`config.mk`:
```
export PLATFORM = sky130hd
export DESIGN_NAME = tone_effect_sequencer_top
export DESIGN_NICKNAME = d
export VERILOG_FILES = /design/src/hw/rtl/tes_pkg.sv /design/src/hw/rtl/tes_draw.sv /design/src/hw/rtl/tone_effect_sequencer_top.sv
export SDC_FILE = /design/constraint.sdc
export NUM_CORES = 1
export LEC_CHECK = 0
export BUFFER_PORTS_ARGS = -buffer_cell sky130_fd_sc_hd__buf_2
export CAP_MARGIN = 20
export CORE_ASPECT_RATIO = 0.6
export CORE_MARGIN = 3
export CORE_UTILIZATION = 35
export CTS_CLUSTER_SIZE = 8
export DETAILED_ROUTE_END_ITERATION = 10
export PLACE_DENSITY = 0.49
export RECOVER_POWER = 50
export SYNTH_ARGS = -nofsm -noshare
export SYNTH_HDL_FRONTEND = slang
export SYNTH_HIERARCHICAL = 1
export SYNTH_SLANG_ARGS = --single-unit
```
`constraint.sdc`:
```
create_clock -name clk -period 33 [get_ports clk]
set_input_delay 3.3 -clock clk [delete_from_list [all_inputs] [get_ports clk]]
set_output_delay 3.3 -clock clk [all_outputs]
set_load 0.01 [all_outputs]
```
`src/hw/rtl/tes_pkg.sv`:
```
// tes_pkg: shared types, codes, constants and lookup functions of the tone effect sequencer.
// Holds the note ROM, table lengths, LFSR step and constant-divisor remainder helper.
// No dependencies.
`timescale 1ns / 1ps

package tes_pkg;

	// Opcodes of an input transaction
	localparam logic [1:0] OP_TICK  = 2'd0;
	localparam logic [1:0] OP_PLAY  = 2'd1;
	localparam logic [1:0] OP_CHIRP = 2'd2;

	// Result actions
	localparam logic [1:0] ACT_NONE    = 2'd0;
	localparam logic [1:0] ACT_TONE    = 2'd1;
	localparam logic [1:0] ACT_SILENCE = 2'd2;

	// Effect ids for OP_PLAY
	localparam logic [3:0] FX_FIRST = 4'd1;
	localparam logic [3:0] FX_LAST  = 4'd8;
	localparam logic [3:0] FX_BURST = 4'd9;
	localparam logic [7:0] BURST_CHIRPS = 8'd15;

	// Random generator
	localparam logic [15:0] SEED_RESET = 16'd44257;
	localparam logic [15:0] LFSR_TAPS  = 16'hB400;

	// Chirp ranges (low inclusive, high exclusive)
	localparam int FREQ_LOW  = 600;
	localparam int FREQ_HIGH = 1600;
	localparam int DUR_LOW   = 20;
	localparam int DUR_HIGH  = 80;
	localparam int GAP_LOW   = 10;
	localparam int GAP_HIGH  = 80;

	localparam int FREQ_SPAN = FREQ_HIGH - FREQ_LOW;
	localparam int DUR_SPAN  = DUR_HIGH - DUR_LOW;
	localparam int GAP_SPAN  = GAP_HIGH - GAP_LOW;

	// Reciprocals rounded down, so the quotient estimate is low by at most one
	localparam int FREQ_K = 65536 / FREQ_SPAN;
	localparam int DUR_K  = 65536 / DUR_SPAN;
	localparam int GAP_K  = 65536 / GAP_SPAN;

	// Upper bound on a table's length; the longest table holds 12 notes
	localparam int MAX_NOTES = 16;

	typedef struct packed {
		logic [11:0] freq;
		logic [9:0]  dur;
		logic [8:0]  gap;
	} note_t;

	typedef struct packed {
		logic [11:0] freq;
		logic [9:0]  dur;
		logic [8:0]  gap;
		logic [15:0] lfsr;
	} chirp_draw_t;

	function automatic note_t mk_note(input int f, input int d, input int g);
		note_t n;
		n.freq = 12'(f);
		n.dur  = 10'(d);
		n.gap  = 9'(g);
		return n;
	endfunction

	// One Galois shift
	function automatic logic [15:0] lfsr_step(input logic [15:0] l);
		logic [15:0] n;
		n = l >> 1;
		if (l[0]) begin
			n = n ^ LFSR_TAPS;
		end
		return n;
	endfunction

	// x mod d for a constant 33 <= d <= 1023, k = floor(2^16 / d)
	function automatic logic [9:0] rem_const(input logic [15:0] x, input logic [9:0] d,
			input logic [10:0] k);
		logic [26:0] prod;
		logic [10:0] q;
		logic [21:0] qd;
		logic [16:0] r;
		prod = 27'(x) * 27'(k);
		q    = prod[26:16];
		qd   = 22'(q) * 22'(d);
		r    = 17'(x) - qd[16:0];
		if (r >= 17'(d)) begin
			r = r - 17'(d);
		end
		return r[9:0];
	endfunction

	function automatic logic [6:0] table_len(input logic [2:0] t);
		logic [6:0] n;
		case (t)
			3'd0: n = 7'd6;
			3'd1: n = 7'd5;
			3'd2: n = 7'd2;
			3'd3: n = 7'd2;
			3'd4: n = 7'd12;
			3'd5: n = 7'd1;
			3'd6: n = 7'd1;
			3'd7: n = 7'd3;
			default: n = 7'd0;
		endcase
		if (n > 7'(MAX_NOTES)) begin
			n = 7'(MAX_NOTES);
		end
		return n;
	endfunction

	function automatic note_t note_rom(input logic [2:0] t, input logic [3:0] i);
		note_t n;
		n = '0;
		case (t)
			3'd0: begin
				case (i)
					4'd0: n = mk_note(262, 80, 100);
					4'd1: n = mk_note(330, 80, 100);
					4'd2: n = mk_note(392, 80, 120);
					4'd3: n = mk_note(523, 120, 140);
					4'd4: n = mk_note(392, 100, 120);
					4'd5: n = mk_note(523, 250, 250);
					default: n = '0;
				endcase
			end
			3'd1: begin
				case (i)
					4'd0: n = mk_note(523, 100, 120);
					4'd1: n = mk_note(392, 100, 120);
					4'd2: n = mk_note(330, 120, 140);
					4'd3: n = mk_note(262, 150, 180);
					4'd4: n = mk_note(196, 250, 300);
					default: n = '0;
				endcase
			end
			3'd2: begin
				case (i)
					4'd0: n = mk_note(370, 150, 50);
					4'd1: n = mk_note(554, 150, 0);
					default: n = '0;
				endcase
			end
			3'd3: begin
				case (i)
					4'd0: n = mk_note(1200, 90, 100);
					4'd1: n = mk_note(1600, 150, 100);
					default: n = '0;
				endcase
			end
			3'd4: begin
				case (i)
					4'd0: n = mk_note(262, 80, 100);
					4'd1: n = mk_note(330, 80, 100);
					4'd2: n = mk_note(392, 80, 200);
					4'd3: n = mk_note(262, 80, 100);
					4'd4: n = mk_note(330, 80, 100);
					4'd5: n = mk_note(392, 80, 200);
					4'd6: n = mk_note(262, 80, 100);
					4'd7: n = mk_note(330, 80, 100);
					4'd8: n = mk_note(392, 80, 200);
					4'd9: n = mk_note(523, 120, 140);
					4'd10: n = mk_note(392, 100, 120);
					4'd11: n = mk_note(523, 250, 250);
					default: n = '0;
				endcase
			end
			3'd5: begin
				case (i)
					4'd0: n = mk_note(2100, 150, 170);
					default: n = '0;
				endcase
			end
			3'd6: begin
				case (i)
					4'd0: n = mk_note(262, 80, 100);
					default: n = '0;
				endcase
			end
			3'd7: begin
				case (i)
					4'd0: n = mk_note(600, 150, 180);
					4'd1: n = mk_note(500, 150, 180);
					4'd2: n = mk_note(400, 300, 0);
					default: n = '0;
				endcase
			end
			default: n = '0;
		endcase
		return n;
	endfunction

endpackage

```
`src/hw/rtl/tes_draw.sv`:
```
// tes_draw: random chirp parameters from three LFSR shifts.
// Depends on tes_pkg (LFSR step, remainder helper, chirp ranges).
`timescale 1ns / 1ps

module tes_draw (
	input  logic [15:0]          lfsr,
	input  logic                 start_burst,
	output tes_pkg::chirp_draw_t draw
);

	logic [15:0] l1, l2, l3;
	logic [15:0] freq_src, dur_src, gap_src;

	assign l1 = tes_pkg::lfsr_step(lfsr);
	assign l2 = tes_pkg::lfsr_step(l1);
	assign l3 = tes_pkg::lfsr_step(l2);

	// Burst start draws gap, freq, dur; a tick chirp draws freq, dur, gap
	assign freq_src = start_burst ? l2 : l1;
	assign dur_src  = start_burst ? l3 : l2;
	assign gap_src  = start_burst ? l1 : l3;

	always_comb begin
		draw.freq = 12'(tes_pkg::FREQ_LOW) + 12'(tes_pkg::rem_const(freq_src,
			10'(tes_pkg::FREQ_SPAN), 11'(tes_pkg::FREQ_K)));
		draw.dur  = 10'(tes_pkg::DUR_LOW) + tes_pkg::rem_const(dur_src,
			10'(tes_pkg::DUR_SPAN), 11'(tes_pkg::DUR_K));
		draw.gap  = 9'(tes_pkg::GAP_LOW) + 9'(tes_pkg::rem_const(gap_src,
			10'(tes_pkg::GAP_SPAN), 11'(tes_pkg::GAP_K)));
		draw.lfsr = l3;
	end

endmodule

```
`src/hw/rtl/tone_effect_sequencer_top.sv`:
```
// tone_effect_sequencer_top: buzzer effect sequencer, input register, one-pass step logic,
// result register. An accepted transaction is stepped from the input register into the
// result register and offered at out_valid; one per cycle unless out_stall holds a result.
// Reset: asynchronous, idle mode, LFSR loaded with the reset seed, both stages empty.
// Depends on tes_pkg and tes_draw.
`timescale 1ns / 1ps

module tone_effect_sequencer_top (
	input  logic        clk,
	input  logic        arst_n,
	// command channel
	input  logic        in_valid,
	output logic        in_stall,
	input  logic [1:0]  opcode,
	input  logic [3:0]  effect_id,
	input  logic [9:0]  tick_ms,
	input  logic [7:0]  chirp_count,
	// result channel
	output logic        out_valid,
	input  logic        out_stall,
	output logic [1:0]  action,
	output logic [11:0] frequency_hz,
	output logic [9:0]  duration_ms,
	output logic        active,
	// seed write channel
	input  logic        cfg_valid,
	output logic        cfg_ready,
	input  logic [15:0] random_seed
);

	typedef enum logic [2:0] {
		MODE_IDLE  = 3'b001,
		MODE_PLAY  = 3'b010,
		MODE_CHIRP = 3'b100
	} mode_t;

	// ------------------------------------------------------------------
	// Stage 1: input register
	// ------------------------------------------------------------------
	logic       valid_s1;
	logic [1:0] opcode_s1;
	logic [3:0] effect_id_s1;
	logic [9:0] tick_ms_s1;
	logic [7:0] chirp_count_s1;

	// Stage 2: result register
	logic        valid_s2;
	logic [1:0]  action_s2;
	logic [11:0] freq_s2;
	logic [9:0]  dur_s2;
	logic        active_s2;

	// Sequencer state
	mode_t       mode_q;
	logic [2:0]  table_q;
	logic [3:0]  note_q;
	logic [7:0]  chirps_q;
	logic [8:0]  countdown_q;   // always 0..300 between transactions
	logic [15:0] lfsr_q;

	logic s2_free, advance, in_accept;

	// The result register frees up when empty or when its transaction leaves this cycle,
	// so a new command moves through while a result is being taken.
	assign s2_free   = !valid_s2 || !out_stall;
	assign advance   = valid_s1 && s2_free;
	assign in_stall  = valid_s1 && !s2_free;
	assign in_accept = in_valid && !in_stall;
	assign cfg_ready = 1'b1;

	// ------------------------------------------------------------------
	// Step logic on the stage-1 transaction
	// ------------------------------------------------------------------
	tes_pkg::chirp_draw_t draw;
	tes_pkg::note_t       note;
	logic                 start_burst;
	logic [2:0]           rom_table;
	logic [3:0]           note_inc, rom_index;
	logic signed [10:0]   cd_diff;

	mode_t       mode_n;
	logic [2:0]  table_n;
	logic [3:0]  note_n;
	logic [7:0]  chirps_n;
	logic [8:0]  countdown_n;
	logic [15:0] lfsr_n;
	logic [1:0]  act_n;
	logic [11:0] freq_n;
	logic [9:0]  dur_n;

	// Anything other than a tick that reaches the draw unit is a burst start
	assign start_burst = (opcode_s1 != tes_pkg::OP_TICK);

	tes_draw u_draw (
		.lfsr        (lfsr_q),
		.start_burst (start_burst),
		.draw        (draw)
	);

	// One ROM read: first note of a new table, or the next note of the running one
	assign note_inc  = note_q + 4'd1;
	assign rom_table = (opcode_s1 == tes_pkg::OP_PLAY) ? 3'(effect_id_s1 - tes_pkg::FX_FIRST)
	                                                   : table_q;
	assign rom_index = (opcode_s1 == tes_pkg::OP_PLAY) ? 4'd0 : note_inc;
	assign note      = tes_pkg::note_rom(rom_table, rom_index);

	// Countdown minus elapsed time, never below -1023
	assign cd_diff = $signed({2'b00, countdown_q}) - $signed({1'b0, tick_ms_s1});

	always_comb begin
		mode_n      = mode_q;
		table_n     = table_q;
		note_n      = note_q;
		chirps_n    = chirps_q;
		countdown_n = countdown_q;
		lfsr_n      = lfsr_q;
		act_n       = tes_pkg::ACT_NONE;
		freq_n      = '0;
		dur_n       = '0;

		case (opcode_s1)
			tes_pkg::OP_PLAY: begin
				// A new command drops whatever was running
				mode_n      = MODE_IDLE;
				table_n     = '0;
				note_n      = '0;
				chirps_n    = '0;
				countdown_n = '0;
				if (effect_id_s1 >= tes_pkg::FX_FIRST && effect_id_s1 <= tes_pkg::FX_LAST) begin
					mode_n      = MODE_PLAY;
					table_n     = rom_table;
					act_n       = tes_pkg::ACT_TONE;
					freq_n      = note.freq;
					dur_n       = note.dur;
					countdown_n = note.gap;
				end else if (effect_id_s1 == tes_pkg::FX_BURST) begin
					mode_n      = MODE_CHIRP;
					chirps_n    = tes_pkg::BURST_CHIRPS;
					countdown_n = draw.gap;
					lfsr_n      = draw.lfsr;
					act_n       = tes_pkg::ACT_TONE;
					freq_n      = draw.freq;
					dur_n       = draw.dur;
				end else begin
					act_n = tes_pkg::ACT_SILENCE;
				end
			end
			tes_pkg::OP_CHIRP: begin
				mode_n      = MODE_CHIRP;
				table_n     = '0;
				note_n      = '0;
				chirps_n    = chirp_count_s1;
				countdown_n = draw.gap;
				lfsr_n      = draw.lfsr;
				act_n       = tes_pkg::ACT_TONE;
				freq_n      = draw.freq;
				dur_n       = draw.dur;
			end
			tes_pkg::OP_TICK: begin
				case (mode_q)
					MODE_CHIRP: begin
						if (chirps_q != 8'd0) begin
							// chirps fire strictly below zero
							if (cd_diff[10]) begin
								act_n       = tes_pkg::ACT_TONE;
								freq_n      = draw.freq;
								dur_n       = draw.dur;
								countdown_n = draw.gap;
								lfsr_n      = draw.lfsr;
								chirps_n    = chirps_q - 8'd1;
							end else begin
								countdown_n = cd_diff[8:0];
							end
						end else begin
							// burst used up: silence on this tick
							mode_n      = MODE_IDLE;
							table_n     = '0;
							note_n      = '0;
							countdown_n = '0;
							act_n       = tes_pkg::ACT_SILENCE;
						end
					end
					MODE_PLAY: begin
						// table notes advance at zero or below
						if (cd_diff[10] || cd_diff == 11'sd0) begin
							if (7'(note_inc) < tes_pkg::table_len(table_q)) begin
								note_n      = note_inc;
								act_n       = tes_pkg::ACT_TONE;
								freq_n      = note.freq;
								dur_n       = note.dur;
								countdown_n = note.gap;
							end else begin
								mode_n      = MODE_IDLE;
								table_n     = '0;
								note_n      = '0;
								chirps_n    = '0;
								countdown_n = '0;
								act_n       = tes_pkg::ACT_SILENCE;
							end
						end else begin
							countdown_n = cd_diff[8:0];
						end
					end
					default: begin
						// idle tick: nothing to do
					end
				endcase
			end
			default: begin
				// unused opcode: no state change
			end
		endcase
	end

	// ------------------------------------------------------------------
	// Control registers
	// ------------------------------------------------------------------
	always_ff @(posedge clk or negedge arst_n) begin
		if (!arst_n) begin
			valid_s1    <= 1'b0;
			valid_s2    <= 1'b0;
			mode_q      <= MODE_IDLE;
			table_q     <= '0;
			note_q      <= '0;
			chirps_q    <= '0;
			countdown_q <= '0;
			lfsr_q      <= tes_pkg::SEED_RESET;
		end else begin
			valid_s1 <= in_accept || (valid_s1 && !advance);
			if (advance) begin
				valid_s2 <= 1'b1;
			end else if (!out_stall) begin
				valid_s2 <= 1'b0;
			end
			if (advance) begin
				mode_q      <= mode_n;
				table_q     <= table_n;
				note_q      <= note_n;
				chirps_q    <= chirps_n;
				countdown_q <= countdown_n;
			end
			// Seed write reloads the generator; a zero seed would lock it, so use 1
			if (cfg_valid) begin
				lfsr_q <= (random_seed == 16'd0) ? 16'd1 : random_seed;
			end else if (advance) begin
				lfsr_q <= lfsr_n;
			end
		end
	end

	// ------------------------------------------------------------------
	// Payload registers
	// ------------------------------------------------------------------
	always_ff @(posedge clk) begin
		if (in_accept) begin
			opcode_s1      <= opcode;
			effect_id_s1   <= effect_id;
			tick_ms_s1     <= tick_ms;
			chirp_count_s1 <= chirp_count;
		end
		if (advance) begin
			action_s2 <= act_n;
			freq_s2   <= freq_n;
			dur_s2    <= dur_n;
			active_s2 <= (mode_n != MODE_IDLE);
		end
	end

	assign out_valid    = valid_s2;
	assign action       = action_s2;
	assign frequency_hz = freq_s2;
	assign duration_ms  = dur_s2;
	assign active       = active_s2;

`ifndef ASSERT_OFF
	// Idle state carries no leftover timing or burst count
	a_idle_clean: assert property (@(posedge clk) disable iff (!arst_n)
		mode_q == MODE_IDLE |-> (countdown_q == 9'd0 && chirps_q == 8'd0 && note_q == 4'd0))
		else $error("idle with stale sequencer state");

	// A playing table never points past its last note
	a_note_in_range: assert property (@(posedge clk) disable iff (!arst_n)
		mode_q == MODE_PLAY |-> 7'(note_q) < tes_pkg::table_len(table_q))
		else $error("note index beyond table length");

	// Generator must never reach the all-zero lockup state
	a_lfsr_nonzero: assert property (@(posedge clk) disable iff (!arst_n)
		lfsr_q != 16'd0)
		else $error("LFSR locked at zero");

	// A chirp consumes random bits
	a_chirp_draws: assert property (@(posedge clk) disable iff (!arst_n)
		advance && !cfg_valid && act_n == tes_pkg::ACT_TONE && mode_n == MODE_CHIRP
		|=> lfsr_q != $past(lfsr_q))
		else $error("chirp without LFSR advance");

	// Stage 1 only holds back when the result register is full and blocked
	a_stall_cause: assert property (@(posedge clk) disable iff (!arst_n)
		in_stall |-> (valid_s1 && valid_s2 && out_stall))
		else $error("input stalled without a blocked result");
`endif

endmodule
```
# --- Yosys cells after proc, flatten, opt, wreduce, memory -nomap -nowiden ---
# Memories as Yosys holds them, arrays and structs flattened.
# Cells that the tools add are included.
classes:
  n_lt_le_gt_ge: 7
  n_addsub: 13
  n_eq_ne: 30
  multipliers: 6
  n_reduce_logical: 30
  bitwise_logic: 3
  mux: 95
op_table:
  columns: ["op", "count"]
  rows:
  - ["31-bit one-hot mux with 8 select lines", 1]
  - ["16-bit 2-to-1 mux", 14]
  - ["29-bit one-hot mux with 6 select lines", 1]
  - ["29-bit one-hot mux with 5 select lines", 1]
  - ["29-bit one-hot mux with 3 select lines", 1]
  - ["10-bit 2-to-1 mux", 8]
  - ["12-bit 2-to-1 mux", 6]
  - ["9-bit 2-to-1 mux", 7]
  - ["30-bit one-hot mux with 2 select lines", 1]
  - ["29-bit one-hot mux with 2 select lines", 1]
  - ["16-bit by 17-bit subtractor with 17-bit output", 3]
  - ["7-bit 2-to-1 mux", 7]
  - ["16-bit one-hot mux with 3 select lines", 1]
  - ["16-bit by 7-bit multiplier with 23-bit output, second input constant", 2]
  - ["12-bit one-hot mux with 3 select lines", 1]
  - ["8-bit 2-to-1 mux", 4]
  - ["31-bit 2-to-1 mux", 1]
  - ["3-bit 2-to-1 mux", 10]
  - ["10-bit one-hot mux with 3 select lines", 1]
  - ["28-bit 2-to-1 mux", 1]
  - ["9-bit one-hot mux with 3 select lines", 1]
  - ["16-bit by 9-bit multiplier with 25-bit output, second input constant", 1]
  - ["4-bit 2-to-1 mux", 6]
  - ["3-bit inequality test, second input constant", 8]
  - ["62 further kinds", 96]
totals:
  mem_bits_ro: 384
  register_bits: 94
  elab_cells: 202
  memories: 2
  output_inout_bits: 28
  in_bits: 45
memory_table:
  columns: ["memory", "depth", "word_bits", "read_ports", "rd_clocked_by_memory_dff", "wr", "line_no", "rtl"]
  rows:
  - ["(name not given)", 16, 22, 1, 0, 0, "tes_pkg.sv:155", "case (i)"]
  - ["(name not given)", 8, 4, 1, 0, 0, "tes_pkg.sv:98", "case (t)"]

# --- Logic depth before layout (Yosys ltp) ---
# Gate-level depths: netlist of the first run.
logic_depth:
  word_depth: 17
  mapped_depth: 66
  ltp_nobuf: 60

# --- Cells and area by module ---
# The synthesis of the first run kept the hierarchy.
by_module_without_submodules:
  columns: ["mod", "seq_area_each_um2", "instances", "cells_each", "area_each_um2"]
  rows:
  - ["tes_draw", 0.0, 1, 1349, 10846.7]
  - ["tone_effect_sequencer_top", 2608.8, 1, 761, 6643.9]

# --- Least setup slack after synthesis of the first run ---
# Ideal clock, no wire load.
synth_path:
  path_type: "register to register"
  from: "register opcode_s1[0]"
  to: "register countdown_q[7]"
  t_arrival_ns: 12.025
  slack_ns: 20.846
  path_stages_with_launch: 63
  period_less_slack_ns: 12.154
  n_path_buf: 6
  t_required_ns: 32.871
  setup_ns: 0.129
  path_cell_list: "edfxtp_1 buf_2 nor2_1 inv_2 buf_6 clkbuf_1 clkbuf_1 clkbuf_1 o21a_1 fa_1 inv_1 fa_1 ha_1 inv_1 fa_1 inv_1 ha_1 a21o_1 (+27 left out) o211ai_1 nor2_1 nand2_1 o311ai_0 nor4b_1 nor4b_1 nand2_1 buf_2 xnor2_1 ha_1 o311ai_1 o31a_1 o31ai_2 mux2i_1 a31oi_1 o21ai_0 a221oi_1 a21oi_1"
synth_lines:
  columns: ["element", "line_no", "rtl"]
  rows:
  - ["from (decl)", "tone_effect_sequencer_top.sv:41", "logic [1:0] opcode_s1;"]
  - ["from (signal assigned)", "tone_effect_sequencer_top.sv:256", "opcode_s1 <= opcode;"]
  - ["to (signal assigned)", "tone_effect_sequencer_top.sv:240", "countdown_q <= countdown_n;"]
  - ["to (decl)", "tone_effect_sequencer_top.sv:58", "logic [8:0] countdown_q;"]

==> results_dict.tcl, run 1 <==
set metrics [dict create \
    finalMaxSlewViolations 100 \
    arrival_ns 14.21 \
    h-tree-depth 3 \
    finalCritPeriodShare 0.422 \
    drtIter0Drc 1315 \
    overflow 0 \
    start_util 0.360 \
    grt_pass1_wl_um 83300 \
    clock_sinks 94 \
    syn2layout_area_growth_pct 7.10 \
    reg2reg_depth 55 \
    final-setup-viol-count 0 \
    io_buffers 71 \
    post_cts_resized 0 \
    ys_types 117 \
    synth_area_leaders "ha_1 (20%), fa_1 (9.7%), edfxtp_1 (8.4%)" \
    insertion_delay_ns 0.39 \
    tns_ns 0 \
    holdPathStages 2 \
    async_flop_share 0.479 \
    yosysMostFrequentCell "ha_1" \
    drive_above_1_share 0.0858 \
    place_congestion 0.928 \
    placed_cells 2778 \
    grt_pass1_vias 14700 \
    critPathCaptureType "flop" \
    nets 2560 \
    fp.dieH_um 179 \
    hold_viol_final 0 \
    cts-root-buf "clkbuf_16" \
    routedWlPerCell_um 18.8 \
    antenna_cells 0 \
    synth_cells 2110 \
    grt_max_degree 56 \
    ys_warn_count 6 \
    post-cts-setup-buffers 0 \
    antenna_found_initial 1 \
    drtAntennaViolNets 0 \
    clk_path_buf_depth 2 \
    wirelength_um 52700 \
    syn_area_um2 17500 \
    finClkSkew_ns 0.0117 \
    ys_seq_elements 94 \
    viasPerCell 5.53 \
    dr.pass1.iters 5 \
    cp_max_fo 55 \
    hold_path_class "flop to flop" \
    start_kind "flop" \
    final_cells 2795 \
    worst_pin_slew_ns 3.01 \
    dpl.hpwl_um 43100 \
    numCtsBuffers 9 \
    hold_buffers 0 \
    required_ns 33.27 \
    yosys-top-cells-count "ha_1 (280), inv_1 (263), nand2_1 (178)" \
    synth_top_cell_by_area "ha_1" \
    rows 62 \
    fmax_mhz 71.7 \
    path_class "flop to flop" \
    die_w_um 295 \
    slew_headroom -1.01 \
    rsz0062_at_grt "no" \
    ys_seq_area_frac 0.149 \
    syn-num-nets 2520 \
    critPathSlowestCell "edfxtp_1" \
    max_stage_delay_ns 0.68 \
    violations "capacitance limit, slew limit" \
    crit_top_cell "ha_1" \
    synth-edff-count 49 \
    gr-usage-all-layers 0.202 \
    fin_crit_ns 13.94 \
    pin_count 73 \
    path_clk_slew_ns 0.09 \
    drcViolationCount 0 \
    dieArea_um2 52800 \
    vias 15500 \
    avgSynthCellArea_um2 8.29 \
    status "finished, violations left" \
    synth_top_area_share 0.200 \
    drv_cap 4 \
    cts_tree "built" \
    yosys_most_used_dff "edfxtp_1" \
    design.core.area_um2 48600 \
]
layout make-up:
class | instances | area, um^2
multi-input cells | 1688 | 13500
inverters | 268 | 1010
fillers | 4929 | 29800
well taps | 640 | 801
clock inverters | 7 | 83.8
repair buffers | 89 | 479
flip-flops and latches | 94 | 2610
clock buffers | 9 | 225
worst max-delay path, delay by kind of cell (launching register included):
family	cells	cell delay (ns)
buffers and inverters	6	0.93
muxes	1	0.19
xor gates and xnor gates	3	0.61
DFF	1	0.68
adders and majority gates	11	4.03
and+or+nand+nor	16	3.55
AOI/OAI and AO/OA	18	3.75
registers in the layout, indices dropped and copies added, names as in the netlist, 4 cells and up:
signal	count
countdown_q	9
tick_ms_s1	10
frequency_hz	12
chirp_count_s1	8
effect_id_s1	4
duration_ms	10
note_q	4
chirps_q	8
lfsr_q	16
cell families after synthesis:
group / Yosys count / synth area share
AO/OA/AOI/OAI: 583 / 0.223
other: 2 / 0.000429
flip-flops: 94 / 0.149
adder cells (fa/ha/maj): 366 / 0.298
AND/OR/NAND/NOR: 584 / 0.170
multiplexers: 24 / 0.0153
buffers and inverters: 328 / 0.0763
XOR/XNOR: 129 / 0.0673
layer usage:
layer  vias to the layer above  wire length, um  global-route usage
met5                         -                0                   0
met2                       465            20100               0.274
li1                       7591                -                   -
met4                         0              715              0.0378
met3                        43             3340              0.0396
met1                      7371            28500               0.322
layout by cell type, fill, tap and decap left out, types with 14 or more instances in the layout:
| cell | netlist | routed |
|---|---|---|
| ha_1 | 280 | 280 |
| inv_1 | 263 | 263 |
| nand2_1 | 178 | 178 |
| a21oi_1 | 160 | 159 |
| nor2_1 | 122 | 122 |
| o21ai_0 | 117 | 119 |
| fa_1 | 85 | 85 |
| xnor2_1 | 84 | 84 |
| buf_2 | 16 | 66 |
| edfxtp_1 | 49 | 49 |
| nor2b_1 | 41 | 41 |
| xor2_1 | 41 | 41 |
| nand3_1 | 40 | 40 |
| nand2b_1 | 37 | 37 |
| nor3_1 | 37 | 37 |
| dfrtp_1 | 36 | 36 |
| a21o_1 | 31 | 31 |
| o21a_1 | 21 | 21 |
| a31oi_1 | 19 | 19 |
| and2_1 | 18 | 18 |
| a211oi_1 | 15 | 16 |
| o21bai_1 | 15 | 15 |
| o211ai_1 | 15 | 15 |
| mux2i_1 | 14 | 14 |
| nand4_1 | 14 | 14 |
| buf_4 | 15 | 14 |
worst paths after layout:
check / from / end / slack, ns
max in group asynchronous: arst_n / table_q[2] / 27.31
min: lfsr_q[7] / lfsr_q[7] / 0.50
min reg2reg: lfsr_q[7] / lfsr_q[7] / 0.50
max: opcode_s1[0] / countdown_q[7] / 19.06
max reg2reg: opcode_s1[0] / countdown_q[7] / 19.06
min in group asynchronous: arst_n / lfsr_q[2] / 3.99
stage by stage:
stage / utilization / hold slack [ns] / instance area, um^2 / setup slack [ns]
6_report: 0.386 / 0.498 / 18700 / 19.06
2_1_floorplan: - / 0.457 / 17500 / 20.85
4_1_cts: 0.386 / 0.499 / 18800 / 19.28
5_1_grt: 0.386 / 0.511 / 18700 / 17.87
3_3_place_gp: 0.380 / 0.475 / 18500 / 19.73
3_5_place_dp: 0.380 / 0.486 / 18500 / 19.33
Power of run 1 is not shown: default switching activity piles up to over one toggle a cycle in this logic, so the estimate is an artifact.
==> run 2, diff against run 1 <==
Clock period 33 ns to 13.65 ns, I/O delays scaled along.
==> run 2 against run 1 <==
The run still ends with capacitance limit, slew limit left. Via count increased by 0.45%. Non-clock buffer count increased by 4. Clock skew increased by 0.013 ns. Setup slack got worse by 18 ns. Die area unchanged. Register-to-register slack got worse by 18 ns. Hold slack improved by 0.0098 ns. Sequential share of layout area about the same. Cell area increased by 0.27%.
==> results_dict.tcl, run 2 (synthesized netlist as in run 1, its figures left out) <==
set metrics [dict create \
    violations "capacitance limit, slew limit" \
    nets 2564 \
    pin_count 73 \
    numCtsBuffers 9 \
    tns_ns 0 \
    overflow 0 \
    final-setup-viol-count 0 \
    routedWlPerCell_um 18.9 \
    n_fill_cell 4978 \
    viasPerCell 5.55 \
    arrival_ns 12.91 \
    antenna_found_initial 0 \
    drtIter0Drc 1218 \
    slew_headroom -0.993 \
    critPathCaptureType "flop" \
    finClkSkew_ns 0.0243 \
    dieArea_um2 52800 \
    start_util 0.360 \
    finalMaxSlewViolations 46 \
    hold_path_class "flop to flop" \
    wirelength_um 53000 \
    clock_sinks 94 \
    drv_cap 1 \
    post-cts-setup-buffers 0 \
    holdPathStages 2 \
    grt_pass1_wl_um 84300 \
    fin_crit_ns 12.65 \
    io_buffers 71 \
    grt_max_degree 46 \
    path_clk_slew_ns 0.08 \
    crit_top_cell "ha_1" \
    reg2reg_depth 54 \
    post_cts_resized 0 \
    drcViolationCount 0 \
    dr.pass1.iters 6 \
    crit_buf_inv 6 \
    required_ns 13.92 \
    clk_path_buf_depth 2 \
    worst_pin_slew_ns 2.99 \
    cp.depth 54 \
    grt_pass1_vias 14800 \
    critPathSlowestCell "fa_1" \
    h-tree-depth 3 \
    status "finished, violations left" \
    rows 62 \
    cp_max_fo 33 \
    fp.dieH_um 179 \
    dpl.hpwl_um 43400 \
    final_common_cell "ha_1" \
    gr-usage-all-layers 0.202 \
    hold_buffers 0 \
    fmax_mhz 79.1 \
    drtAntennaViolNets 0 \
    drive_above_1_share 0.0852 \
    place_congestion 0.888 \
    cts_tree "built" \
    syn2layout_area_growth_pct 7.39 \
    max_stage_delay_ns 0.55 \
    ff_latch_area_um2 2610 \
    hold_viol_final 0 \
    die_w_um 295 \
    start_kind "flop" \
    design.core.area_um2 48600 \
    cts-root-buf "clkbuf_16" \
    largest_register "lfsr_q" \
    vias 15500 \
    finalCritPeriodShare 0.926 \
    path_class "flop to flop" \
    multi_input_area_um2 13600 \
    largest_reg_flops 16 \
    rsz0062_at_grt "no" \
    insertion_delay_ns 0.40 \
    layout_common_cells "ha_1 (280), inv_1 (263), nand2_1 (177)" \
    antenna_cells 0 \
    crit_family "adder cells" \
]
-- run 2: changes by cell type in the layout (fill, tap and decap cells not counted), sizes merged --
cell / before / now
clkbuf: 18 / 27
buf: 80 / 75
-- run 2: through the flow --
step / cells / instance area [um^2] / hold WS [ns] / util / worst slack [ns]
floorplan: 2110 / 17500 / 0.457 / - / 1.50
finish: 2799 / 18800 / 0.508 / 0.387 / 1.00
CTS: 2798 / 18800 / 0.513 / 0.387 / 0.507
global route: 2799 / 18800 / 0.533 / 0.387 / 0.0787
detailed placement: 2782 / 18500 / 0.486 / 0.381 / 0.547
global placement: 2782 / 18500 / 0.475 / 0.381 / 0.867
-- run 2: cell type report --
class	count	area share
repair buffers	93	0.0262
well taps	640	0.0426
multi-input cells	1688	0.722
inverters	268	0.0540
clock inverters	7	0.00433
flip-flops and latches	94	0.139
clock buffers	9	0.0120
-- run 2: final timing paths --
check | from | end | slack, ns
worst max-delay path | opcode_s1[0] | countdown_q[7] | 1.00
worst min-delay path | lfsr_q[11] | lfsr_q[11] | 0.51
max in group asynchronous | arst_n | chirps_q[0] | 9.91
worst max register to register | opcode_s1[0] | countdown_q[7] | 1.00
worst min register to register | lfsr_q[11] | lfsr_q[11] | 0.51
min in group asynchronous | arst_n | lfsr_q[12] | 2.04
-- run 2: metal layers --
layer,part of all wire,track usage,vias up
li1,-,-,7591
met1,0.54,0.319,7450
met2,0.39,0.284,452
met3,0.060,0.0324,46
met4,0.014,0.0380,0
met5,0,0,-
-- run 2: tightest hold or removal path, stage by stage, from the launching register on --
cell and delay [ns]:
dfstp_2 0.40, nand2_1 0.06, a21oi_1 0.05
Power of run 2 is left out for the same reason.
==> run 3, diff against run 2 <==
Settings changed: ABC_AREA set to 1, CORE_ASPECT_RATIO 0.6 to not set, CORE_MARGIN 3 to 2.
==> run 3 against run 2 <==
Flip-flop and latch count is the same. Non-clock buffer count shrank 3. Core utilization fell by 0.78 points. Cell area is 2.9% higher. Final cell count rose by 16%. Routed wire length down 2.0%. Register-to-register slack improved by 0.36 ns. The flow still finishes with violations (capacitance limit, slew limit). Clock skew is 0.014 ns lower. Critical endpoint is now countdown_q[5]. Die area increased by 0.70%. Clock-buffer cell count is 1 higher. Fmax is 2.9% higher.
==> results_dict.tcl, run 3 <==
set metrics [dict create \
    status "finished, violations left" \
    violations "capacitance limit, slew limit" \
    grt.met1_usage 0.282 \
    nets 2984 \
    place_congestion 0.949 \
    drtAntennaViolNets 0 \
    final_cells 3259 \
    layout_common_cells "nand2_1 (551), inv_1 (452), ha_1 (280)" \
    syn_area_um2 18000 \
    numCtsBuffers 9 \
    required_ns 13.95 \
    yosys_most_used_dff "edfxtp_1" \
    grt_use_met2 0.332 \
    path_class "flop to flop" \
    holdPathStages 2 \
    top_usage_layer "met2" \
    start_util 0.352 \
    finalMaxSlewViolations 78 \
    worstSetupStartpoint "opcode_s1[0]" \
    start_kind "flop" \
    antenna_cells 0 \
    use_met3 0.0141 \
    drtIter0Drc 964 \
    final-setup-viol-count 0 \
    yosys-top-cells-count "nand2_1 (551), inv_1 (452), ha_1 (280)" \
    placed_cells 3242 \
    grt_pass1_wl_um 84800 \
    gr-usage-all-layers 0.199 \
    max_stage_delay_ns 0.60 \
    die_w_um 231 \
    hold_path_class "flop to flop" \
    clk_path_buf_depth 2 \
    r2r_start "opcode_s1[0]" \
    cp_max_fo 37 \
    rows 83 \
    largest_register "lfsr_q" \
    finalCritPeriodShare 0.900 \
    n_fill_cell 5414 \
    reg2reg_depth 61 \
    design.core.area_um2 51000 \
    ys_seq_area_frac 0.145 \
    antenna_found_initial 1 \
    fp.dieH_um 231 \
    ys_warn_count 6 \
    syn-num-nets 2929 \
    critPathSlowestCell "inv_1" \
    vias 16000 \
    synth-edff-count 49 \
    async_flop_share 0.479 \
    synth_top_cell_by_area "ha_1" \
    syn2layout_area_growth_pct 7.59 \
    finClkSkew_ns 0.00985 \
    fmax_mhz 81.4 \
    rsz0062_at_grt "no" \
    final_common_cell "nand2_1" \
    cts_tree "built" \
    post_cts_resized 0 \
    tns_ns 0 \
    synth_area_leaders "ha_1 (20%), nand2_1 (12%), fa_1 (9.5%)" \
    wirelength_um 51900 \
    grt_pass1_vias 15900 \
    path_clk_slew_ns 0.07 \
    synth_cells 2519 \
    insertion_delay_ns 0.37 \
    largest_reg_flops 16 \
    cts-root-buf "clkbuf_16" \
    grt_max_degree 46 \
    pin_count 73 \
    yosysMostFrequentCell "nand2_1" \
    ys_types 67 \
    avgSynthCellArea_um2 7.13 \
    fin_crit_ns 12.29 \
    drive_above_1_share 0.0853 \
    worst_pin_slew_ns 2.74 \
    crit_top_cell "inv_1" \
    hp-start "chirps_q[0]" \
    drcViolationCount 0 \
    slew_headroom -0.825 \
    overflow 0 \
    synth_top_area_share 0.195 \
    post-cts-setup-buffers 0 \
    hold_buffers 0 \
    dieArea_um2 53100 \
    dr.pass1.iters 5 \
    io_buffers 71 \
    critPathCaptureType "flop" \
    dpl.hpwl_um 43100 \
    routedWlPerCell_um 15.9 \
    clock_sinks 94 \
    h-tree-depth 3 \
    drv_cap 2 \
    hold_viol_final 0 \
    arrival_ns 12.58 \
    ys_seq_elements 94 \
    viasPerCell 4.92 \
]
## run 3: changes by cell type in the layout (fill, tap and decap cells not counted), moves of 40 or more
cell / delta
nor2b_1: -41
xnor2_1: -49
xor2_1: +40
nor2_1: +49
inv_1: +189
nand3_1: +101
nand2_1: +374
## run 3: stage by stage
step	cell area, um^2	setup WS, ns	utilization	hold slack [ns]
floorplan	18000	2.81	-	0.433
global placement	19000	1.64	0.373	0.473
detailed placement	19000	1.38	0.373	0.492
CTS	19300	1.32	0.379	0.511
global route	19300	0.0727	0.379	0.545
finish	19300	1.36	0.379	0.506
## run 3: critical path: cells and delay by family, from the launching register on
kind,cells,cell delay (ns)
adder cells (fa/ha/maj),11,4.22
flip-flops,1,0.52
XOR/XNOR,3,0.70
AND/OR/NAND/NOR,23,2.63
buffers and inverters,13,2.02
AO/OA/AOI/OAI,11,2.06
## run 3: per-layer routing
layer	wire, um	share of wire	up-vias
met5	11	0.00021	-
met4	771	0.015	2
met2	23900	0.46	245
li1	-	-	8280
met1	25900	0.50	7468
met3	1370	0.026	43
## run 3: worst paths after layout
kind | slack (ns) | end
worst max-delay path | 1.36 | countdown_q[5]
worst min-delay path | 0.51 | chirps_q[0]
worst max register to register | 1.36 | countdown_q[5]
worst min register to register | 0.51 | chirps_q[0]
max in group asynchronous | 10.14 | mode_q[1]
min in group asynchronous | 1.96 | countdown_q[6]
## run 3: final cells by class
| type | instances | area [um^2] | area share |
|---|---|---|---|
| multi-input combinational | 1903 | 13300 | 0.687 |
| clock inverter | 6 | 92.6 | 0.00479 |
| tap | 680 | 851 | 0.0440 |
| inverter | 476 | 1800 | 0.0929 |
| clock buffer | 10 | 229 | 0.0118 |
| sequential | 94 | 2610 | 0.135 |
| timing repair buffer | 90 | 482 | 0.0249 |
## run 3: cell families after synthesis
family	share of synthesized area
compound gates	0.123
xor+xnor	0.0575
other cells	0.000418
mux	0.00613
buf+inv	0.117
flops	0.145
simple gates	0.261
fa+ha+maj	0.290
Power of run 3 is left out for the same reason.
